--- config.mk ---
export PLATFORM = sky130hd
export DESIGN_NAME = dch2_share
export DESIGN_NICKNAME = d
export VERILOG_FILES = /design/src/sv/dch2_pkg.sv /design/src/sv/dch2_share.sv
export SDC_FILE = /design/constraint.sdc
export NUM_CORES = 1
export LEC_CHECK = 0
export BUFFER_PORTS_ARGS = -buffer_cell sky130_fd_sc_hd__buf_2
export CAP_MARGIN = 20
export CORE_MARGIN = 2
export CORE_UTILIZATION = 30
export DETAILED_ROUTE_END_ITERATION = 12
export PLACE_DENSITY = 0.43
export SLEW_MARGIN = 20
export SYNTH_ARGS = -nofsm -noshare
export SYNTH_HDL_FRONTEND = slang
export SYNTH_SLANG_ARGS = --single-unit
--- constraint.sdc ---
create_clock -name clk -period 9.45 [get_ports clk]
set_clock_uncertainty 0.1 [all_clocks]
set_input_delay 0.945 -clock clk [delete_from_list [all_inputs] [get_ports clk]]
set_output_delay 0.945 -clock clk [all_outputs]
set_load 0.05 [all_outputs]
--- src/sv/dch2_pkg.sv ---
// ============================================================================
// dch2_pkg
// Shared constants, types and helper functions of the dominant color
// histogram block.
// ============================================================================
package dch2_pkg;

    localparam int LEVELS     = 16;
    localparam int LVL_W      = $clog2(LEVELS);
    localparam int BIN_W      = 3 * LVL_W;
    localparam int NBINS      = LEVELS * LEVELS * LEVELS;
    localparam int CNT_W      = 25;
    localparam int MAX_SIDE   = 4096;
    localparam int SIDE_W     = 13;
    localparam int MIN_SIDE   = 16;
    localparam int SHARE_W    = 16;
    localparam int COLOR_W    = 9;
    localparam int STEP_W     = 8;
    localparam int BLK_W      = 5;
    localparam int CFG_IDX_W  = 2;
    localparam int CFG_DATA_W = 13;
    localparam int PIX_W      = 8;
    localparam int THR_W      = 12;

    localparam logic [CNT_W-1:0] CNT_MAX = {CNT_W{1'b1}};

    // Configuration register indexes.
    localparam logic [CFG_IDX_W-1:0] REG_BLOCKS = 2'd0;
    localparam logic [CFG_IDX_W-1:0] REG_WIDTH  = 2'd1;
    localparam logic [CFG_IDX_W-1:0] REG_HEIGHT = 2'd2;

    typedef enum logic [1:0] {
        HOP_IDLE,
        HOP_COUNT,
        HOP_SCAN,
        HOP_CLEAR
    } hist_op_t;

    typedef struct packed {
        hist_op_t         op;
        logic [BIN_W-1:0] addr;
    } hist_cmd_t;

    typedef struct packed {
        logic [BIN_W-1:0] best_bin;
        logic [CNT_W-1:0] best_total;
        logic [BIN_W-1:0] second_bin;
        logic [CNT_W-1:0] second_total;
    } top2_t;

    typedef enum logic [3:0] {
        ST_CLEAR,
        ST_RUN,
        ST_DRAIN_SCAN,
        ST_DRAIN_CLR,
        ST_SCAN,
        ST_SETTLE,
        ST_DIV0_GO,
        ST_DIV0_WAIT,
        ST_DIV1_GO,
        ST_DIV1_WAIT
    } state_t;

    // Step size round(255 / n) for the effective block count n.
    function automatic logic [STEP_W-1:0] step_lookup(input logic [BLK_W-1:0] n);
        logic [STEP_W-1:0] s;
        case (n)
            5'd0:    s = 8'd255;
            5'd1:    s = 8'd255;
            5'd2:    s = 8'd128;
            5'd3:    s = 8'd85;
            5'd4:    s = 8'd64;
            5'd5:    s = 8'd51;
            5'd6:    s = 8'd43;
            5'd7:    s = 8'd36;
            5'd8:    s = 8'd32;
            5'd9:    s = 8'd28;
            5'd10:   s = 8'd26;
            5'd11:   s = 8'd23;
            5'd12:   s = 8'd21;
            5'd13:   s = 8'd20;
            5'd14:   s = 8'd18;
            5'd15:   s = 8'd17;
            default: s = 8'd16;
        endcase
        return s;
    endfunction

    // Representative value level * step + round(step / 2), kept to 9 bits.
    function automatic logic [COLOR_W-1:0] color_of(input logic [LVL_W-1:0] q,
                                                    input logic [STEP_W-1:0] step);
        logic [THR_W-1:0]  prod;
        logic [STEP_W:0]   half;
        logic [THR_W-1:0]  sum;
        prod = THR_W'(q) * THR_W'(step);
        half = ({1'b0, step} + 9'd1) >> 1;
        sum  = prod + THR_W'(half);
        return sum[COLOR_W-1:0];
    endfunction

endpackage

--- src/sv/dch2_share.sv ---
// ============================================================================
// dch2_share
// Serial divider for the Q0.16 share of a bin: round(count * 65536 / total),
// saturated, one quotient bit per cycle.
// ============================================================================
module dch2_share (
    input  logic                         clk,
    input  logic                         rst_n,
    input  logic                         start,
    input  logic [dch2_pkg::CNT_W-1:0]   count,
    input  logic [dch2_pkg::CNT_W-1:0]   total,
    output logic                         done,
    output logic [dch2_pkg::SHARE_W-1:0] share
);
    import dch2_pkg::*;

    localparam int STEPS_W = $clog2(SHARE_W + 1);

    logic                 run_reg;
    logic [STEPS_W-1:0]   steps_reg;
    logic [CNT_W:0]       rem_reg;
    logic [SHARE_W-1:0]   quo_reg;
    logic [CNT_W-1:0]     den_reg;
    logic                 done_reg;
    logic [SHARE_W-1:0]   share_reg;

    logic [CNT_W:0]       rem_sh;
    logic                 fits;
    logic [CNT_W:0]       rem_rnd;
    logic [SHARE_W:0]     quo_rnd;

    assign rem_sh = {rem_reg[CNT_W-1:0], 1'b0};
    assign fits   = rem_sh >= {1'b0, den_reg};
    // Rounding: add half the divisor to the final remainder.
    assign rem_rnd = rem_reg + {2'b0, den_reg[CNT_W-1:1]};
    assign quo_rnd = {1'b0, quo_reg} + ((rem_rnd >= {1'b0, den_reg}) ? 17'd1 : 17'd0);

    always_ff @(posedge clk)
    begin
        if (start)
        begin
            rem_reg <= {1'b0, count};
            quo_reg <= '0;
            den_reg <= total;
        end
        else if (run_reg && (steps_reg != '0))
        begin
            rem_reg <= fits ? rem_sh - {1'b0, den_reg} : rem_sh;
            quo_reg <= {quo_reg[SHARE_W-2:0], fits};
        end
    end

    always_ff @(posedge clk or negedge rst_n)
    begin
        if (!rst_n)
        begin
            run_reg   <= 1'b0;
            steps_reg <= '0;
            done_reg  <= 1'b0;
            share_reg <= '0;
        end
        else
        begin
            done_reg <= 1'b0;
            if (start)
            begin
                if (count >= total)
                begin
                    done_reg  <= 1'b1;
                    share_reg <= {SHARE_W{1'b1}};
                end
                else
                begin
                    run_reg   <= 1'b1;
                    steps_reg <= STEPS_W'(SHARE_W);
                end
            end
            else if (run_reg)
            begin
                if (steps_reg != '0)
                begin
                    steps_reg <= steps_reg - 1'b1;
                end
                else
                begin
                    run_reg   <= 1'b0;
                    done_reg  <= 1'b1;
                    share_reg <= quo_rnd[SHARE_W] ? {SHARE_W{1'b1}} : quo_rnd[SHARE_W-1:0];
                end
            end
        end
    end

    assign done  = done_reg;
    assign share = share_reg;

    a_no_restart: assert property (@(posedge clk) disable iff (!rst_n)
        start |-> !run_reg)
        else $error("share divider restarted while busy");

endmodule

==> results of run 1 <==
## metal layers
| metal | wire length (µm) | share of wire | GRT usage | vias to the layer above |
|---|---|---|---|---|
| li1 | - | - | - | 3276 |
| met1 | 11050 | 0.49 | 0.2405 | 3048 |
| met2 | 10470 | 0.47 | 0.2883 | 84 |
| met3 | 701 | 0.031 | 0.02562 | 13 |
| met4 | 190 | 0.0085 | 0.03083 | 0 |
| met5 | 0 | 0 | 0 | - |
## power breakdown
part,switching [µW],internal (µW)
clock network,177,209
registers,101,563
logic,1200,747
## path summary, 6_finish.rpt
check | slack, ps | cells after the start | from | endpoint
min in group asynchronous | 460 | 1 | rst_n | share[6]$_DFFE_PN0P_
max in group asynchronous | 8420 | 1 | rst_n | share[1]$_DFFE_PN0P_
max | 3140 | 27 | rem_reg[1]$_DFFE_PP_ | share[8]$_DFFE_PN0P_
min reg2reg | 390 | 2 | quo_reg[15]$_SDFFE_PP0P_ | quo_reg[15]$_SDFFE_PP0P_
min | 390 | 2 | quo_reg[15]$_SDFFE_PP0P_ | quo_reg[15]$_SDFFE_PP0P_
max reg2reg | 3140 | 27 | rem_reg[1]$_DFFE_PP_ | share[8]$_DFFE_PN0P_
## logic make-up (layout without fill, tap and decap cells)
group | after synthesis | count (layout) | synth area share
compound gates | 243 | 243 | 0.2159
xor+xnor | 58 | 58 | 0.06570
fa+ha+maj | 106 | 106 | 0.1744
buf+inv | 138 | 187 | 0.07217
flops | 90 | 90 | 0.3126
mux | 4 | 4 | 0.005340
other cells | 0 | 2 | 0
simple gates | 247 | 247 | 0.1539
## through the flow
stage / area, µm² / cells / total power [µW]
after floorplan: 7732 / 886 / 2157
after CTS: 8665 / 1265 / 3029
after detailed placement: 8352 / 1249 / 2626
after global routing: 8665 / 1265 / 3290
final: 8670 / 1267 / 3000
after global placement: 8344 / 1249 / 2653
## cell usage after synthesis, types with 19 or more instances
master / number
edfxtp_1: 50
o21ai_0: 21
clkbuf_1: 25
xor2_1: 19
nand3_1: 20
nand2_1: 90
nor2_1: 44
a31oi_1: 20
a21o_1: 22
inv_1: 97
a21oi_1: 75
dfrtp_1: 23
xnor2_1: 39
ha_1: 103
## cells in the final DEF, fill, tap and decap left out, drive strengths merged, types with 12 or more instances in the layout
| cell type | count |
|---|---|
| ha | 103 |
| inv | 102 |
| nand2 | 90 |
| a21oi | 76 |
| buf | 74 |
| edfxtp | 50 |
| nor2 | 44 |
| xnor2 | 39 |
| o21ai | 27 |
| dfrtp | 23 |
| a21o | 22 |
| a31oi | 21 |
| nand3 | 20 |
| xor2 | 19 |
| nor3 | 18 |
| dfxtp | 17 |
| a32oi | 15 |
| nor2b | 14 |
| and3 | 14 |
| a211oi | 13 |
| nand4 | 12 |
## worst max-delay path: stages, from the launching register on
cell       delay, ps
edfxtp_1         470
ha_1             420
nand2b_1         200
a221oi_1         310
or4_1            190
nand3b_1         160
o21ai_1          250
a21oi_1          130
o21a_1           210
o311ai_1         320
ha_1             310
a21o_1           180
a21o_1           170
a21oi_1          140
o31ai_1           90
a21oi_1          130
nand2_1          110
a2111oi_0        390
nor3b_1          150
ha_1             240
nand3_1           90
nor2_1            80
and2_1           190
and3_1           230
a31oi_2          610
inv_1            130
nor2_1           140
a31oi_1           50
## final cells by class
class | count | area, µm²
clock inverter | 5 | 48.80
antenna | 2 | 5.005
fill | 2717 | 16580
timing repair buffer | 74 | 382.9
clock buffer | 11 | 264.0
multi-input combinational | 658 | 4775
inverter | 97 | 364.1
sequential | 90 | 2417
tap | 330 | 412.9
==> run summary, run 1 <==
status - completed
detailed router's first-iteration violation count - 340
Async SR Flop Fraction - 0.2556
CTS Buf Count - 9
IO Pins - 70
largest net degree at the start of global routing - 50
gpl congestion - 0.8005
final number of setup-violating endpoints - 0
CP Capture Type - flop
WL/cell - 17.68 µm
DR vias/cell - 5.068
final setup margin - 3137 ps
register area share after synthesis - 0.3126
Clk pin slew, worst setup/hold paths - 80 ps
Yosys reg bits - 90
area share of the largest cell type after synthesis - 0.1942
vias - 6421
Fmax - 158.4 MHz
Root Buffer - clkbuf_16
PwrDens - 346.1 nW/µm²
final antenna-violating net count - 0
unrepaired setup endpoints after global routing - false
CTS max path bufs - 2
area grow syn2layout - 12.12%
Pre-Repair DR Iteration Count - 6
Die X - 164.5 µm
clock sinks - 90
Syn Nets - 1045
# nets final - 1089
CTS Hold Buffers Added - 0
largest cells by area after synthesis - edfxtp_1, ha_1, dfrtp_1
WL final - 22400 µm
Starting Density - 0.3062
post-CTS resize count - 0
Overall Global Routing Usage - 0.1731
Setup crit start kind - flop
Max-slew headroom - 0.4212
pre-CTS setup slack - 3121 ps
Die Y - 164.5 µm
hpwl dp - 17520 µm
Post-route DRC - 0
# rows - 58
share of cells above drive strength 1 - 0.1091
Static Leak - 0.003854 µW
Hold Fails Final Rpt - 0
vias in the first global route - 6514
utilization after layout - 0.3433
post-synth cell types - 63
Avg Inst Size Synth - 8.727 µm²
area leader, netlist - edfxtp_1
CP Data Arrival Time - 6420 ps
Top FF cell, synth - edfxtp_1
min cycle time layout - 6313 ps
Slew Limit Fails - 0
htree depth - 3
total gr overflow - 0
Worst EP required - 9550 ps
Cell Area, Synth - 7732 µm²
EDFF count, synth - 50
# Max-Cap Violations - 0
worst slew pin tran - 868.2 ps
port bufs - 69
CTS tree - built
initial antenna violation count - 2
WS Path Type - reg -> reg
Hold Path Class - reg -> reg
worst-path maximum fanout - 14
Post-Syn Instances - 886
die footprint - 27080 µm²
clk_lat worst skew - 350 ps
Yosys Warn Count - 0
Final period util - 0.6680
CORE AREA - 25250 µm²
setup tns final - 0 ps
VDD IR max - 0.1272 mV
hold slack final - 386.4 ps
first-pass GRT wire length - 36160 µm
postcts setup bufs - 0
max FFs per register - 26
No activity file was read; power rests on OpenSTA's default activity.
==> run 2: changes to the inputs <==
--- a/config.mk
+++ b/config.mk
@@ -5,12 +5,13 @@
 export SDC_FILE = /design/constraint.sdc
 export NUM_CORES = 1
 export LEC_CHECK = 0
+export ABC_AREA = 1
 export BUFFER_PORTS_ARGS = -buffer_cell sky130_fd_sc_hd__buf_2
 export CAP_MARGIN = 20
 export CORE_MARGIN = 2
 export CORE_UTILIZATION = 30
 export DETAILED_ROUTE_END_ITERATION = 12
-export PLACE_DENSITY = 0.43
+export PLACE_DENSITY = 0.44
 export SLEW_MARGIN = 20
 export SYNTH_ARGS = -nofsm -noshare
 export SYNTH_HDL_FRONTEND = slang
==> constraint.sdc (replaced) <==
create_clock -name clk -period 5.1 [get_ports clk]
set_clock_uncertainty 0.1 [all_clocks]
set_input_delay 0.51 -clock clk [delete_from_list [all_inputs] [get_ports clk]]
set_output_delay 0.51 -clock clk [all_outputs]
set_load 0.05 [all_outputs]
==> run 2 against run 1 <==
Sequential share of layout area fell by 4.3 points. Highest routed layer unchanged. Register-to-register slack lost 2700 ps. Cell area up 18%. Die area increased by 18%. Synthesized cell count increased by 53%. Largest power group unchanged. Via count increased by 40%. Setup slack got worse by 2700 ps. Total power rose by 110%. Core utilization is 0.058 points higher. Clock-buffer cell count fell by 2. Non-clock buffer count is 15 higher.
==> run summary, run 2 <==
EDFF count, synth - 50 (unchanged)
Die Y - 178.4 µm (was 164.5 µm)
Cell Area, Synth - 9122 µm² (was 7732 µm²)
CP Capture Type - flop (unchanged)
final setup margin - 417.0 ps (was 3137 ps)
worst slew pin tran - 966.0 ps (was 868.2 ps)
Post-route DRC - 0 (unchanged)
pre-CTS setup slack - 120.3 ps (was 3121 ps)
area share of the largest cell type after synthesis - 0.1646 (was 0.1942)
detailed router's first-iteration violation count - 707 (was 340)
Worst EP required - 5250 ps (was 9550 ps)
min cycle time layout - 4683 ps (was 6313 ps)
CTS tree - built (unchanged)
most common cell after layout, fill and taps aside - nand2_1 (was ha_1)
Slowest-stage cell, CP - edfxtp_1 (was a31oi_2)
CP Cell Sequence - ha_1, fa_1, nand3_1, nand2_1, a21boi_2, o21ai_1, xor2_1, ha_1, nand2_1, nor2_1, o211ai_1, nand3_1, nand3_1, nand2_1, o21ai_0, nand3_1, ha_1, nand4_1, nor2_4, nand3_1, o21ai_0, nand4_1, nand3_1, nand2_1
first-pass GRT wire length - 50200 µm (was 36160 µm)
commonest non-fill, non-tap cells in the layout - nand2_1, inv_1, nand3_1, ha_1, nor2_1 (was ha_1, inv_1, nand2_1, a21oi_1, buf_2)
clk_lat worst skew - 360 ps (was 350 ps)
unrepaired setup endpoints after global routing - false (unchanged)
WL met1 - 16690 µm (was 11050 µm)
Pre-Repair DR Iteration Count - 6 (unchanged)
met3 WL post-DR - 1415 µm (was 701 µm)
Yosys reg bits - 90 (unchanged)
Fmax - 213.5 MHz (was 158.4 MHz)
Die X - 178.4 µm (was 164.5 µm)
commonest cells in the netlist - nand2_1, inv_1, nand3_1 (was ha_1, inv_1, nand2_1)
Top cell by count, worst path - nand3_1
Setup crit start kind - flop (unchanged)
PwrDens - 618.0 nW/µm² (was 346.1 nW/µm²)
worst-path maximum fanout - 5 (was 14)
total gr overflow - 0 (unchanged)
htree depth - 3 (unchanged)
final antenna-violating net count - 0 (unchanged)
slowest stage delay, CP - 460 ps (was 610 ps)
largest cells by area after synthesis - edfxtp_1, nand2_1, ha_1 (was edfxtp_1, ha_1, dfrtp_1)
Hold Path Class - in -> async (was reg -> reg)
IO Pins - 70 (unchanged)
# Max-Cap Violations - 0 (unchanged)
met2 wire len - 13900 µm (was 10470 µm)
Clk pin slew, worst setup/hold paths - 80 ps (about the same)
CTS Buf Count - 9 (unchanged)
clock sinks - 90 (unchanged)
Placed Cells - 1798 (was 1249)
FF-to-FF setup slack - 420 ps (was 3140 ps)
hpwl dp - 26850 µm (was 17520 µm)
VDD IR max - 0.2209 mV (was 0.1272 mV)
hold slack final - 18.94 ps (was 386.4 ps)
gpl congestion - 0.9904 (was 0.8005)
CORE AREA - 29800 µm² (was 25250 µm²)
Static Leak - 0.005290 µW (was 0.003854 µW)
Syn Nets - 1518 (was 1045)
# rows - 63 (was 58)
Slew Limit Fails - 0 (unchanged)
Root Buffer - clkbuf_16 (unchanged)
final number of setup-violating endpoints - 0 (unchanged)
Async SR Flop Fraction - 0.2556 (unchanged)
CTS Hold Buffers Added - 0 (unchanged)
CP startpoint - rem_reg[0]$_DFFE_PP_ (was rem_reg[1]$_DFFE_PP_)
area grow syn2layout - 12.32% (was 12.12%)
vias in the first global route - 8719 (was 6514)
RR Startpoint - rem_reg[0]$_DFFE_PP_ (was rem_reg[1]$_DFFE_PP_)
Final period util - 0.9182 (was 0.6680)
max FFs per register - 26 (unchanged)
fillers - 3319 (was 2717)
WL final - 32450 µm (was 22400 µm)
Starting Density - 0.3062 (about the same)
Hold Fails Final Rpt - 0 (unchanged)
area leader, netlist - edfxtp_1 (unchanged)
Max-slew headroom - 0.3540 (was 0.4212)
Top FF cell, synth - edfxtp_1 (unchanged)
WS Path Type - reg -> reg (unchanged)
CP Data Arrival Time - 4840 ps (was 6420 ps)
post-synth cell types - 50 (was 63)
DR vias/cell - 4.943 (was 5.068)
status - completed (unchanged)
R2R cell count - 24 (was 27)
largest net degree at the start of global routing - 36 (was 50)
non-filler cells, final - 1816 (was 1267)
worst r2r dst - share[12]$_DFFE_PN0P_ (was share[8]$_DFFE_PN0P_)
top-count cell post-synth - nand2_1 (was ha_1)
# nets final - 1580 (was 1089)
vias - 8976 (was 6421)
CP endpoint - share[12]$_DFFE_PN0P_ (was share[8]$_DFFE_PN0P_)
register area share after synthesis - 0.2650 (was 0.3126)
die footprint - 31820 µm² (was 27080 µm²)
Avg Inst Size Synth - 6.713 µm² (was 8.727 µm²)
Overall Global Routing Usage - 0.2097 (was 0.1731)
initial antenna violation count - 0 (was 2)
setup tns final - 0 ps (unchanged)
Yosys Warn Count - 0 (unchanged)
Post-Syn Instances - 1359 (was 886)
share of cells above drive strength 1 - 0.09958 (was 0.1091)
utilization after layout - 0.3439 (was 0.3433)
antenna cells - 0 (was 2)
CTS max path bufs - 2 (unchanged)
top routing layer in use - met4 (unchanged)
port bufs - 69 (unchanged)
WL/cell - 17.87 µm (was 17.68 µm)
run 2: critical path: cells and delay by family (launching register included):
kind                       cells  cell delay (ps)
DFF                            1              460
adders and majority gates      4             1200
AOI/OAI and AO/OA              5              780
and+or+nand+nor               14             1830
xor gates and xnor gates       1              220
run 2: report_power, final:
part           total [µW]  switching [µW]  internal (µW)
Clock                 673             328            345
Combinational        4430            3030           1400
Sequential           1230             194           1040
Total                6330            3550           2780
run 2: worst min path at each step:
stage	to	slack, ps	cells past startpoint
after floorplan	done$_DFF_PN0_	110	0
after global placement	share[1]$_DFFE_PN0P_	380	2
after detailed placement	share[4]$_DFFE_PN0P_	390	2
after CTS	share[3]$_DFFE_PN0P_	20	1
after global routing	share[10]$_DFFE_PN0P_	60	1
final	share[3]$_DFFE_PN0P_	20	1
run 2: per-layer routing:
metal  track usage  vias to the layer above
li1              -                     4534
met1        0.3158                     4208
met2        0.3189                      210
met3       0.02195                       24
met4       0.04912                        0
met5             0                        -
run 2: layout make-up:
class	instances	area, µm²	share of cell area
Inverter	239	897.1	0.08756
Tap cell	390	488.0	0.04762
Clock inverter	7	65.06	0.006350
Multi-Input combinational cell	992	5658	0.5522
Sequential cell	90	2417	0.2359
Timing Repair Buffer	89	495.5	0.04836
Clock buffer	9	225.2	0.02198
run 2: what timing repair did:
| action | in CTS | in global routing |
|---|---|---|
| resized for setup | 0 | 13 |
| endpoints found under the setup margin | 0 | 16 |
| buffers inserted | 0 | 2 |
run 2: kinds of logic after synthesis:
group / share of synthesized area
simple gates: 0.3444
xor+xnor: 0.03456
buf+inv: 0.1206
fa+ha+maj: 0.1479
flops: 0.2650
compound gates: 0.08764
run 2: per-stage QoR:
stage                     area, µm²  total power (µW)
after floorplan                9123              4242
after global placement         9888              5609
after detailed placement       9892              5559
final                         10250              6332
after global routing          10250              6926
after CTS                     10180              6275
==> run 3: changes to the inputs <==
--- a/config.mk
+++ b/config.mk
@@ -9,9 +9,9 @@
 export BUFFER_PORTS_ARGS = -buffer_cell sky130_fd_sc_hd__buf_2
 export CAP_MARGIN = 20
 export CORE_MARGIN = 2
-export CORE_UTILIZATION = 30
+export CORE_UTILIZATION = 46
 export DETAILED_ROUTE_END_ITERATION = 12
-export PLACE_DENSITY = 0.44
+export PLACE_DENSITY = 0.63
 export SLEW_MARGIN = 20
 export SYNTH_ARGS = -nofsm -noshare
 export SYNTH_HDL_FRONTEND = slang
==> run 3 against run 2 <==
Core utilization grew 17 points. Combinational power fell by 3%. Global-route usage up 7.2 points. Clock power increased by 3%. First-iteration DRC count fell by 4.8%. Total power down 2.3%. Fmax decreased by 1.8%. Die area fell by 34%. Worst hold slack got worse by 2.9 ps. Critical path type unchanged. Critical endpoint unchanged.
==> run summary, run 3 (synthesis results as in run 2) <==
status - completed (unchanged)
area grow syn2layout - 10.38% (was 12.32%)
clock sinks - 90 (unchanged)
Die X - 144.8 µm (was 178.4 µm)
slowest stage delay, CP - 460 ps (about the same)
WL/cell - 17.13 µm (was 17.87 µm)
final antenna-violating net count - 0 (unchanged)
max FFs per register - 26 (unchanged)
antenna cells - 0 (unchanged)
worst r2r dst - share[12]$_DFFE_PN0P_ (unchanged)
min cycle time layout - 4770 ps (was 4683 ps)
Top cell by count, worst path - nand2_1 (was nand3_1)
CTS Buf Count - 9 (unchanged)
WS Path Type - reg -> reg (unchanged)
worst-path maximum fanout - 8 (was 5)
RR Startpoint - rem_reg[4]$_DFFE_PP_ (was rem_reg[0]$_DFFE_PP_)
# rows - 51 (was 63)
Post-route DRC - 0 (unchanged)
CTS tree - built (unchanged)
Pre-Repair DR Iteration Count - 5 (was 6)
Overall Global Routing Usage - 0.2816 (was 0.2097)
commonest non-fill, non-tap cells in the layout - nand2_1, inv_1, nand3_1, ha_1, nor2_1 (unchanged)
Static Leak - 0.005285 µW (was 0.005290 µW)
top routing layer in use - met4 (unchanged)
Die Y - 144.8 µm (was 178.4 µm)
CP Data Arrival Time - 4920 ps (was 4840 ps)
setup tns final - 0 ps (unchanged)
largest net degree at the start of global routing - 47 (was 36)
Placed Cells - 1667 (was 1798)
WL final - 28860 µm (was 32450 µm)
met2 wire len - 12200 µm (was 13900 µm)
non-filler cells, final - 1685 (was 1816)
# Max-Cap Violations - 0 (unchanged)
CP Capture Type - flop (unchanged)
clock network power share - 0.112 (was 0.106)
hpwl dp - 23380 µm (was 26850 µm)
CTS max path bufs - 2 (unchanged)
die footprint - 20970 µm² (was 31820 µm²)
total gr overflow - 0 (unchanged)
worst slew pin tran - 919.6 ps (was 966.0 ps)
Fmax - 209.6 MHz (was 213.5 MHz)
CORE AREA - 19460 µm² (was 29800 µm²)
final number of setup-violating endpoints - 0 (unchanged)
gpl congestion - 0.9697 (was 0.9904)
Worst EP required - 5250 ps (about the same)
Setup crit start kind - flop (unchanged)
VDD IR max - 0.3042 mV (was 0.2209 mV)
initial antenna violation count - 0 (unchanged)
combinational power share - 0.691 (was 0.700)
Final period util - 0.9354 (was 0.9182)
P_sw - 3398 µW (was 3550 µW)
Hold Path Class - in -> async (unchanged)
clk_lat worst skew - 360 ps (about the same)
Clk pin slew, worst setup/hold paths - 70 ps (was 80 ps)
Hold Fails Final Rpt - 0 (unchanged)
Slowest-stage cell, CP - ha_2 (was edfxtp_1)
vias - 9133 (was 8976)
R2R cell count - 28 (was 24)
# nets final - 1574 (was 1580)
detailed router's first-iteration violation count - 673 (was 707)
FF-to-FF setup slack - 330 ps (was 420 ps)
met3 WL post-DR - 1977 µm (was 1415 µm)
port bufs - 69 (unchanged)
first-pass GRT wire length - 44860 µm (was 50200 µm)
Slew Limit Fails - 0 (unchanged)
htree depth - 3 (unchanged)
Max-slew headroom - 0.3851 (was 0.3540)
IO Pins - 70 (unchanged)
WL met1 - 13980 µm (was 16690 µm)
vias in the first global route - 8425 (was 8719)
PwrDens - 614.6 nW/µm² (was 618.0 nW/µm²)
DR vias/cell - 5.420 (was 4.943)
Seq pwr share - 0.197 (was 0.194)
share of cells above drive strength 1 - 0.09789 (was 0.09958)
switching part of the total power - 0.5490 (was 0.5606)
Root Buffer - clkbuf_16 (unchanged)
Internal - 2791 µW (was 2782 µW)
most common cell after layout, fill and taps aside - nand2_1 (unchanged)
Starting Density - 0.4687 (was 0.3062)
-- run 3: worst max path at each step --
stage / start / to / depth (start not counted)
floorplan: rem_reg[0]$_DFFE_PP_ / share[8]$_DFFE_PN0P_ / 23
global placement: rem_reg[4]$_DFFE_PP_ / share[12]$_DFFE_PN0P_ / 27
detailed placement: rem_reg[4]$_DFFE_PP_ / share[12]$_DFFE_PN0P_ / 27
CTS: rem_reg[4]$_DFFE_PP_ / share[12]$_DFFE_PN0P_ / 27
global route: rem_reg[5]$_DFFE_PP_ / share[12]$_DFFE_PN0P_ / 27
finish: rem_reg[4]$_DFFE_PP_ / share[12]$_DFFE_PN0P_ / 28
-- run 3: stage by stage --
step | power [µW] | setup slack [ps] | hold WS (ps) | util | area [µm²]
6_report | 6189 | 329.5 | 16.06 | 0.5174 | 10070
5_1_grt | 6731 | -18.09 | 68.62 | 0.5174 | 10070
4_1_cts | 6062 | 73.58 | 29.16 | 0.5133 | 9991
3_5_place_dp | 5346 | 102.9 | 380.3 | 0.4977 | 9687
3_3_place_gp | 5363 | 82.92 | 380.4 | 0.4977 | 9687
2_1_floorplan | 4242 | 1015 | 114.4 | - | 9123
-- run 3: area by class of cell --
cell class,count,area (µm²)
Sequential cell,90,2417
Clock inverter,5,40.04
Timing Repair Buffer,83,450.4
Tap cell,265,331.6
Clock buffer,11,264.0
Fill cell,1991,9393
Inverter,239,897.1
Multi-Input combinational cell,992,5669
-- run 3: layer usage --
layer / up-vias / global-route usage
met5: - / 0
met4: 0 / 0.09300
met3: 45 / 0.03982
met2: 350 / 0.4213
met1: 4215 / 0.4158
li1: 4523 / -
-- run 3: what timing repair did --
action,in CTS,in global routing
hold buffers,0,0
endpoints found under the setup margin,0,16
gates resized for setup,0,16
buffers inserted,0,2
-- run 3: critical path, delay by kind of cell (launching register included) --
kind,cells,cell delay [ps]
AO/OA/AOI/OAI,4,690
flip-flops,1,450
adder cells (fa/ha/maj),3,960
AND/OR/NAND/NOR,19,2250
buffers and inverters,2,240
-- run 3: power groups by stage --
stage / Clock (µW) / Combinational [µW] / Sequential (µW)
final: 691 / 4280 / 1220
after global routing: 720 / 4760 / 1250
after detailed placement: 0 / 4120 / 1230
after CTS: 700 / 4150 / 1220
after global placement: 0 / 4140 / 1230
after floorplan: 0 / 2860 / 1380
